## config.mk

```make
export PLATFORM = sky130hd
export DESIGN_NAME = decimal_digit_display_formatter
export DESIGN_NICKNAME = d
export VERILOG_FILES = /design/src/sv/ddf_pkg.sv /design/src/sv/ddf_dabble_stage.sv /design/src/sv/ddf_serializer.sv /design/src/sv/decimal_digit_display_formatter.sv
export SDC_FILE = /design/constraint.sdc
export NUM_CORES = 1
export LEC_CHECK = 0
export BUFFER_PORTS_ARGS = -buffer_cell sky130_fd_sc_hd__buf_2
export CORE_MARGIN = 3
export CORE_UTILIZATION = 25
export DETAILED_ROUTE_END_ITERATION = 8
export GPL_TIMING_DRIVEN = 0
export PLACE_DENSITY = 0.5
export REMOVE_ABC_BUFFERS = 1
export SLEW_MARGIN = 25
export SYNTH_ARGS = -nofsm -noshare
export SYNTH_HDL_FRONTEND = slang
export SYNTH_SLANG_ARGS = --single-unit
```

## constraint.sdc

```tcl
create_clock -name clk -period 6.24 [get_ports clk]
set_input_delay 1.56 -clock clk [delete_from_list [all_inputs] [get_ports clk]]
set_output_delay 1.56 -clock clk [all_outputs]
set_load 0.02 [all_outputs]
```

## src/sv/ddf_pkg.sv

```systemverilog
package ddf_pkg;

  localparam int NUM_DIGITS  = 10;
  localparam int NUM_BITS    = 32;
  localparam int NUM_STAGES  = 4;
  localparam int STAGE_STEPS = NUM_BITS / NUM_STAGES;

  localparam logic [1:0] FMT_TEN   = 2'd0;
  localparam logic [1:0] FMT_FIVE  = 2'd1;
  localparam logic [1:0] FMT_THREE = 2'd2;
  localparam logic [1:0] FMT_FREQ  = 2'd3;

  localparam logic [6:0] ASCII_ZERO  = 7'd48;
  localparam logic [6:0] ASCII_POINT = 7'd46;
  localparam logic [6:0] ASCII_BLANK = 7'd32;

  typedef struct packed {
    logic [1:0]  func;
    logic [2:0]  row;
    logic [5:0]  col;
    logic [31:0] number;
  } req_t;

  typedef struct packed {
    logic [6:0] char_code;
    logic [2:0] out_row;
    logic [6:0] out_col;
    logic       last;
  } chr_t;

  // Conversion in flight: binary bits still to shift, BCD digits built so far.
  typedef struct packed {
    logic [1:0]                  func;
    logic [2:0]                  row;
    logic [5:0]                  col;
    logic [NUM_BITS-1:0]         bin;
    logic [4*NUM_DIGITS-1:0]     bcd;
  } conv_t;

endpackage

```

## src/sv/ddf_dabble_stage.sv

```systemverilog
module ddf_dabble_stage (
  input  logic          clk,
  input  logic          rst,
  input  logic          up_valid,
  output logic          up_stall,
  input  ddf_pkg::conv_t up,
  output logic          dn_valid,
  input  logic          dn_stall,
  output ddf_pkg::conv_t dn
);
  import ddf_pkg::*;

  conv_t step;
  logic  advance;

  // Run STAGE_STEPS rounds of add-3-then-shift.
  always_comb begin
    int s;
    int d;
    step = up;
    for (s = 0; s < STAGE_STEPS; s++) begin
      for (d = 0; d < NUM_DIGITS; d++) begin
        if (step.bcd[4*d +: 4] >= 4'd5) begin
          step.bcd[4*d +: 4] = step.bcd[4*d +: 4] + 4'd3;
        end
      end
      {step.bcd, step.bin} = {step.bcd[4*NUM_DIGITS-2:0], step.bin, 1'b0};
    end
  end

  assign advance  = !dn_valid || !dn_stall;
  assign up_stall = !advance;

  always_ff @(posedge clk) begin
    if (rst) begin
      dn_valid <= 1'b0;
    end else if (advance) begin
      dn_valid <= up_valid;
    end
  end

  always_ff @(posedge clk) begin
    if (advance && up_valid) begin
      dn <= step;
    end
  end

endmodule

```

## src/sv/ddf_serializer.sv

```systemverilog
module ddf_serializer (
  input  logic           clk,
  input  logic           rst,
  input  logic           cv_valid,
  output logic           cv_stall,
  input  ddf_pkg::conv_t cv,
  output logic           chr_valid,
  input  logic           chr_stall,
  output ddf_pkg::chr_t  chr
);
  import ddf_pkg::*;

  logic                    busy;
  logic [3:0]              idx;
  logic [1:0]              fmt;
  logic [2:0]              row;
  logic [5:0]              col;
  logic [4*NUM_DIGITS-1:0] digits;

  logic [3:0] count;
  logic [3:0] dsel;
  logic [3:0] digit;
  logic [3:0] offset;
  logic       is_last;
  logic       load_out;
  logic       emit;
  logic       done;
  logic       take;
  chr_t       chr_next;

  always_comb begin
    unique case (fmt)
      FMT_TEN:   count = 4'd10;
      FMT_FIVE:  count = 4'd5;
      FMT_THREE: count = 4'd3;
      FMT_FREQ:  count = 4'd7;
      default:   count = 4'd10;
    endcase
  end

  // Frequency form puts a point third from the right; skip it in the digit index.
  always_comb begin
    dsel    = ((fmt == FMT_FREQ) && (idx >= 4'd3)) ? idx - 4'd1 : idx;
    digit   = digits[4*dsel +: 4];
    offset  = count - 4'd1 - idx;
    is_last = (idx == count - 4'd1);

    chr_next.char_code = ASCII_ZERO + {3'b000, digit};
    if (fmt == FMT_FREQ && idx == 4'd2) begin
      chr_next.char_code = ASCII_POINT;
    end else if (fmt == FMT_FREQ && is_last && digit == 4'd0) begin
      chr_next.char_code = ASCII_BLANK;
    end
    chr_next.out_row = row;
    chr_next.out_col = {1'b0, col} + {3'b000, offset};
    chr_next.last    = is_last;
  end

  assign load_out = !chr_valid || !chr_stall;
  assign emit     = busy && load_out;
  assign done     = emit && is_last;
  assign cv_stall = busy && !done;
  assign take     = cv_valid && !cv_stall;

  always_ff @(posedge clk) begin
    if (rst) begin
      busy      <= 1'b0;
      idx       <= 4'd0;
      chr_valid <= 1'b0;
    end else begin
      if (load_out) begin
        chr_valid <= emit;
      end
      if (take) begin
        busy <= 1'b1;
        idx  <= 4'd0;
      end else begin
        if (done) begin
          busy <= 1'b0;
        end
        if (emit) begin
          idx <= idx + 4'd1;
        end
      end
    end
  end

  always_ff @(posedge clk) begin
    if (emit) begin
      chr <= chr_next;
    end
    if (take) begin
      fmt    <= cv.func;
      row    <= cv.row;
      col    <= cv.col;
      digits <= cv.bcd;
    end
  end

endmodule

```

## src/sv/decimal_digit_display_formatter.sv

```systemverilog
// Channel | Direction | Handshake            | Payload
// req     | in        | req_valid, req_stall | ddf_pkg::req_t (func, row, col, number)
// chr     | out       | chr_valid, chr_stall | ddf_pkg::chr_t (char_code, out_row, out_col, last)
//
// A number passes four binary-to-BCD stages of eight shift steps each; one may enter per
// cycle unless a stall backs up to req. The character serializer sends 10, 5, 3 or 7
// characters (format 0..3) at one per cycle while chr is not stalled; it takes the next
// conversion as it sends the last character of the current one.
// Reset (rst, synchronous) clears all valid bits; payload registers are not reset.
// A stall on chr holds the output and backs up through the stages without loss.
module decimal_digit_display_formatter (
  input  logic           clk,
  input  logic           rst,
  input  logic           req_valid,
  output logic           req_stall,
  input  ddf_pkg::req_t  req,
  output logic           chr_valid,
  input  logic           chr_stall,
  output ddf_pkg::chr_t  chr
);
  import ddf_pkg::*;

  logic  valid [NUM_STAGES+1];
  logic  stall [NUM_STAGES+1];
  conv_t conv  [NUM_STAGES+1];

  always_comb begin
    conv[0].func = req.func;
    conv[0].row  = req.row;
    conv[0].col  = req.col;
    conv[0].bin  = (req.func == FMT_THREE) ? {16'h0000, req.number[15:0]} : req.number;
    conv[0].bcd  = '0;
  end

  assign valid[0]  = req_valid;
  assign req_stall = stall[0];

  for (genvar g = 0; g < NUM_STAGES; g++) begin : g_stage
    ddf_dabble_stage u_stage (
      .clk      (clk),
      .rst      (rst),
      .up_valid (valid[g]),
      .up_stall (stall[g]),
      .up       (conv[g]),
      .dn_valid (valid[g+1]),
      .dn_stall (stall[g+1]),
      .dn       (conv[g+1])
    );
  end

  ddf_serializer u_ser (
    .clk       (clk),
    .rst       (rst),
    .cv_valid  (valid[NUM_STAGES]),
    .cv_stall  (stall[NUM_STAGES]),
    .cv        (conv[NUM_STAGES]),
    .chr_valid (chr_valid),
    .chr_stall (chr_stall),
    .chr       (chr)
  );

endmodule

```

Yosys cells after proc, flatten, opt, wreduce, memory -nomap -nowiden
Cells that the tools add are included.
{"block": "word_totals", "ramBits": 0, "in_bits": 47, "word_cells": 884, "latchBits": 0, "register_bits": 319, "romBits": 0, "out_inout_bits": 20, "memories": 0}
{"block": "classes", "reduce_logical": 31, "n_bitwise": 0, "n_shift": 1, "n_mux": 271, "magnitude_cmp": 266, "multipliers": 0, "add_sub_neg": 271, "n_eq_ne": 6, "n_div": 0}
{"operator": "greater-or-equal comparator 4 x 3 -> 1 bit (second input constant)", "n": 255}
{"operator": "2-to-1 mux 4 bit", "n": 244}
{"operator": "adder 4 x 2 -> 4 bit (second input constant)", "n": 234}
{"operator": "2-to-1 mux 3 bit", "n": 22}
{"operator": "adder 3 x 2 -> 3 bit (second input constant)", "n": 21}
{"operator": "indexed part select 40 x 7 -> 4 bit", "n": 1}
{"operator": "2-to-1 mux 32 bit", "n": 1}
{"operator": "adder 1 x 2 -> 3 bit (second input constant)", "n": 9}
{"operator": "greater-or-equal comparator 1 x 3 -> 1 bit (second input constant)", "n": 9}
{"operator": "one-hot mux 4 bit (4 select lines)", "n": 1}
{"operator": "logical AND 1 bit", "n": 12}
{"operator": "logical NOT 1 bit", "n": 9}
{"operator": "subtractor 4 x 1 -> 4 bit (second input constant)", "n": 2}
{"operator": "adder 6 x 4 -> 7 bit", "n": 1}
{"operator": "adder 6 x 4 -> 7 bit (first input constant)", "n": 1}
{"operator": "== test 2 bit (second input constant)", "n": 3}
{"operator": "logical OR 1 bit", "n": 5}
{"operator": "adder 4 x 1 -> 4 bit (second input constant)", "n": 1}
{"operator": "== test 4 x 2 -> 1 bit (second input constant)", "n": 1}
{"operator": "== test 4 bit", "n": 1}
{"operator": "greater-or-equal comparator 4 x 2 -> 1 bit (second input constant)", "n": 1}
{"operator": "logical NOT 4 bit", "n": 1}
{"operator": "OR reduction 2 bit", "n": 2}
{"operator": "subtractor 4 bit", "n": 1}
{"operator": "6 further kinds", "n": 8}

Depth between registers and ports, before layout
{"block": "depth", "ltp_word": 16, "ltp_mapped": 37, "depth_no_buf": 37}

By module
Synthesis repeated with hierarchy kept, for this count alone.
{"block": "unflattened", "hier_cells": 7162, "area_unflattened_um2": 56060.0}
{"mod": "ddf_dabble_stage", "area_per_inst_um2": 13083.8, "seq_area_each_um2": 2272.2, "n_inst": 4, "cells_each": 1726}
{"mod": "ddf_serializer", "area_per_inst_um2": 3563.4, "seq_area_each_um2": 2132.0, "n_inst": 1, "cells_each": 239}
{"mod": "decimal_digit_display_formatter", "area_per_inst_um2": 161.4, "seq_area_each_um2": 0.0, "n_inst": 1, "cells_each": 19}

Least setup slack after synthesis
OpenSTA, ideal clock, no wires.
{"block": "synth_timing", "path_kind": "register to register", "start": "reg g_stage[2].u_stage.dn[28] (netlist name)", "end": "reg g_stage[3].u_stage.dn[37] (netlist name) (data pin)", "path_buffers": 0, "arrival_time_ns": 6.138, "synth_period_minus_slack_ns": 6.402, "t_required_ns": 5.975, "setup_time_ns": 0.265, "stages_incl_launch_ff": 35, "path_slack_ns": -0.162, "cell_sequence": "edfxtp_1 inv_1 ha_1 inv_1 ha_1 a21oi_2 xnor2_1 inv_1 ha_1 inv_1 a211oi_1 o21ai_0 o2bb2ai_1 a21oi_1 xnor2_1 nand2b_1 ha_1 a21oi_1 xnor3_1 ha_1 inv_1 o211ai_1 mux2_2 nand2_1 a21oi_1 xnor2_1 ha_1 inv_1 ha_1 a21o_1 xor2_1 ha_1 nor2b_1 o21a_1 xnor2_1"}
{"item": "start, declared", "line_no": "ddf_dabble_stage.sv:9", "text": "output ddf_pkg::conv_t dn"}
{"item": "start signal, assigned", "line_no": "ddf_dabble_stage.sv:44", "text": "dn <= step;"}
{"item": "end signal, assigned", "line_no": "ddf_dabble_stage.sv:44"}
{"item": "end, declared", "line_no": "ddf_dabble_stage.sv:9"}

==> flow_summary.json <==
{
  "slew_violations": 0,
  "cp.arrival_ns": 6.31,
  "numCtsBuffers": 35,
  "port-buffer-count": 64,
  "min-delay-start": "g_stage[3].u_stage.dn[81]",
  "critPathMaxFanout": 4,
  "globalplace.congestion": 0.782,
  "fillers": 11100,
  "dr.max_layer_used": "met4",
  "outcome": "completed",
  "ys_types": 137,
  "hold_path.class": "flop to flop",
  "yosys_warnings": 0,
  "area_growth_pct": 26.8,
  "hold-path-endpoint": "u_ser.fmt[0]",
  "maxSlewHeadroom": 0.379,
  "worst_pin_slew_ns": 0.932,
  "synth_seq_cells": 271,
  "final-setup-viol-count": 0,
  "cts_sinks": 271,
  "regToRegSetupSlack_ns": 0.22,
  "start_kind": "flop",
  "met3_wirelength_microns": 1670,
  "drc": 0,
  "drt-total-wl_microns": 60100,
  "cts_tree": "done",
  "wl_met1_microns": 28500,
  "met2_wirelength_microns": 29000,
  "nets": 3612,
  "dp.cells": 4521,
  "max_freq_ghz": 0.166,
  "layout_common_cells": "edfxtp_1 (261), buf_4 (248), nor2_1 (244)",
  "final_common_cell": "edfxtp_1",
  "num_io_pins": 67,
  "finalNonFillerCells": 4837,
  "drive_above_1_share": 0.300,
  "synth-async-reset-ratio": 0,
  "hold_viol_final": 0,
  "cpPeakStageDelay_ns": 0.46,
  "cp.required_ns": 6.53,
  "synthesis.area_sq_um": 27400,
  "crit_type": "flop to flop",
  "seq_area_sq_um": 8040,
  "whs_path_depth": 0,
  "core_sq_um": 108000,
  "rsz0062_at_grt": "true",
  "synth.avg_cell_area_sq_um": 8.78,
  "die-area_sq_um": 114000,
  "drtIter0Drc": 963,
  "clock_latency_ns": 0.57,
  "fin_skew_ns": 0.0226,
  "via_per_inst": 4.90,
  "clockBufferDepth": 3,
  "synth_edf_count": 261,
  "ant_nets": 0,
  "num_rows": 120,
  "fin_crit_sh": 0.964,
  "critical_path.endpoint_type": "flop",
  "r2r_cells": 33,
  "overflow": 0,
  "multi_input_area_sq_um": 20300,
  "track_usage": 0.0974,
  "synthCells": 3119,
  "antenna_found_initial": 2,
  "wire_per_inst_microns": 12.4,
  "yosysSeqAreaShare": 0.294,
  "initial_utilization": 0.254,
  "fin_crit_ns": 6.02,
  "cts_max_level": 2,
  "clk_pin_slew_ns": 0.06,
  "final_core_util": 0.322,
  "postCtsHoldBufs": 0,
  "synthFlopType": "edfxtp_1",
  "dr_total_vias": 23700,
  "r2r_start": "g_stage[0].u_stage.dn[4]",
  "drt_pass1_iterations": 5,
  "die_x_microns": 337,
  "max_cap_violations": 0,
  "grt_pass1_vias": 21200,
  "fin_setup_tns_ns": 0,
  "dp_hpwl_microns": 41700,
  "final.setup.worst_slack_ns": 0.223,
  "grt_max_degree": 28,
  "clockRootBuffer": "clkbuf_16",
  "slowest_stage": "edfxtp_1",
  "r2r-end": "g_stage[1].u_stage.dn[12]",
  "die_h_microns": 337,
  "place_ws_ns": -1.34,
  "grt_first_pass_wirelength_microns": 97600
}
-- cell usage after synthesis (47+ instances only) --
library cell / count / area share
a211oi_1: 51 / 0.014
ha_1: 155 / 0.071
o21ai_0: 191 / 0.035
a21oi_1: 218 / 0.040
nand2_1: 252 / 0.035
xnor2_1: 84 / 0.027
and2_1: 47 / 0.011
nor2_1: 261 / 0.036
clkbuf_1: 51 / 0.0070
inv_1: 197 / 0.027
mux2i_1: 83 / 0.030
nor3_1: 72 / 0.013
a21o_1: 52 / 0.014
nand2b_1: 65 / 0.015
nand3_1: 59 / 0.011
edfxtp_1: 261 / 0.29
mux2_2: 54 / 0.022
o21ai_1: 66 / 0.012
-- stage by stage --
| stage | hold WS, ns | instance area (sq um) |
|---|---|---|
| floorplan | 0.400 | 27000 |
| global placement | 0.401 | 29100 |
| detailed placement | 0.405 | 29500 |
| CTS | 0.403 | 31700 |
| global route | 0.412 | 34700 |
| finish | 0.408 | 34700 |
-- worst max-delay path by stage --
stage | startpoint | end | slack [ns] | cells past startpoint
floorplan | g_stage[1].u_stage.dn[12] | g_stage[2].u_stage.dn[22] | -0.34 | 29
global placement | chr_stall | g_stage[2].u_stage.dn[16] | -3.18 | 5
detailed placement | g_stage[1].u_stage.dn[12] | g_stage[2].u_stage.dn[22] | -1.34 | 29
CTS | g_stage[1].u_stage.dn[16] | g_stage[2].u_stage.dn[22] | -0.13 | 34
global route | g_stage[0].u_stage.dn[4] | g_stage[1].u_stage.dn[12] | -0.15 | 34
finish | g_stage[0].u_stage.dn[4] | g_stage[1].u_stage.dn[12] | 0.22 | 33
-- logic make-up (layout without fill, tap and decap cells) --
logic type               after synthesis  in the layout  synth area share
AND/OR/NAND/NOR                      957            957             0.172
buffers and inverters                305            618            0.0447
other                                  2              4          0.000274
multiplexers                         164            164            0.0689
flip-flops                           271            271             0.294
AO/OA/AOI/OAI                       1109           1109             0.289
XOR/XNOR                             151            151            0.0587
adder cells (fa/ha/maj)              160            160            0.0734
-- area by class of cell --
class	count	share of cell area
inverters	224	0.0243
diodes	2	0.000144
flip-flops and latches	271	0.232
multi-input cells	2543	0.586
clock buffers	38	0.0256
well taps	1403	0.0506
repair buffers	333	0.0747
clock inverters	23	0.00750
-- layer usage --
layer  vias to the layer above  track usage
li1                      12300            -
met1                     11100        0.130
met2                       194        0.166
met3                        47       0.0157
met4                         0       0.0210
met5                         -            0
-- worst max-delay path: cells and delay by family (launching register included) --
kind | cells | cell delay (ns)
xor+xnor | 2 | 0.34
flops | 1 | 0.46
compound gates | 14 | 2.47
buf+inv | 6 | 0.62
fa+ha+maj | 5 | 0.97
simple gates | 6 | 0.89
-- repair_timing --
action	4_1_cts	5_1_grt
setup buffers	70	183
hold endpoints to repair	0	0
setup endpoints to repair	70	81
pin swaps	43	149
gates resized for setup	119	342
-- registers in the layout, summed over array words and instances (netlist names) --
name and cells:
g_stage.u_stage.dn 194, u_ser.digits 40, u_ser.chr 16, u_ser.col 6, g_stage.u_stage.dn_valid 4, u_ser.idx 4
u_ser.row 3, u_ser.fmt 2, u_ser.busy 1, u_ser.chr_valid 1
Power is left out: the tool's default activity adds up to more than one toggle a clock period on the data nets, which glitch-free logic cannot reach.
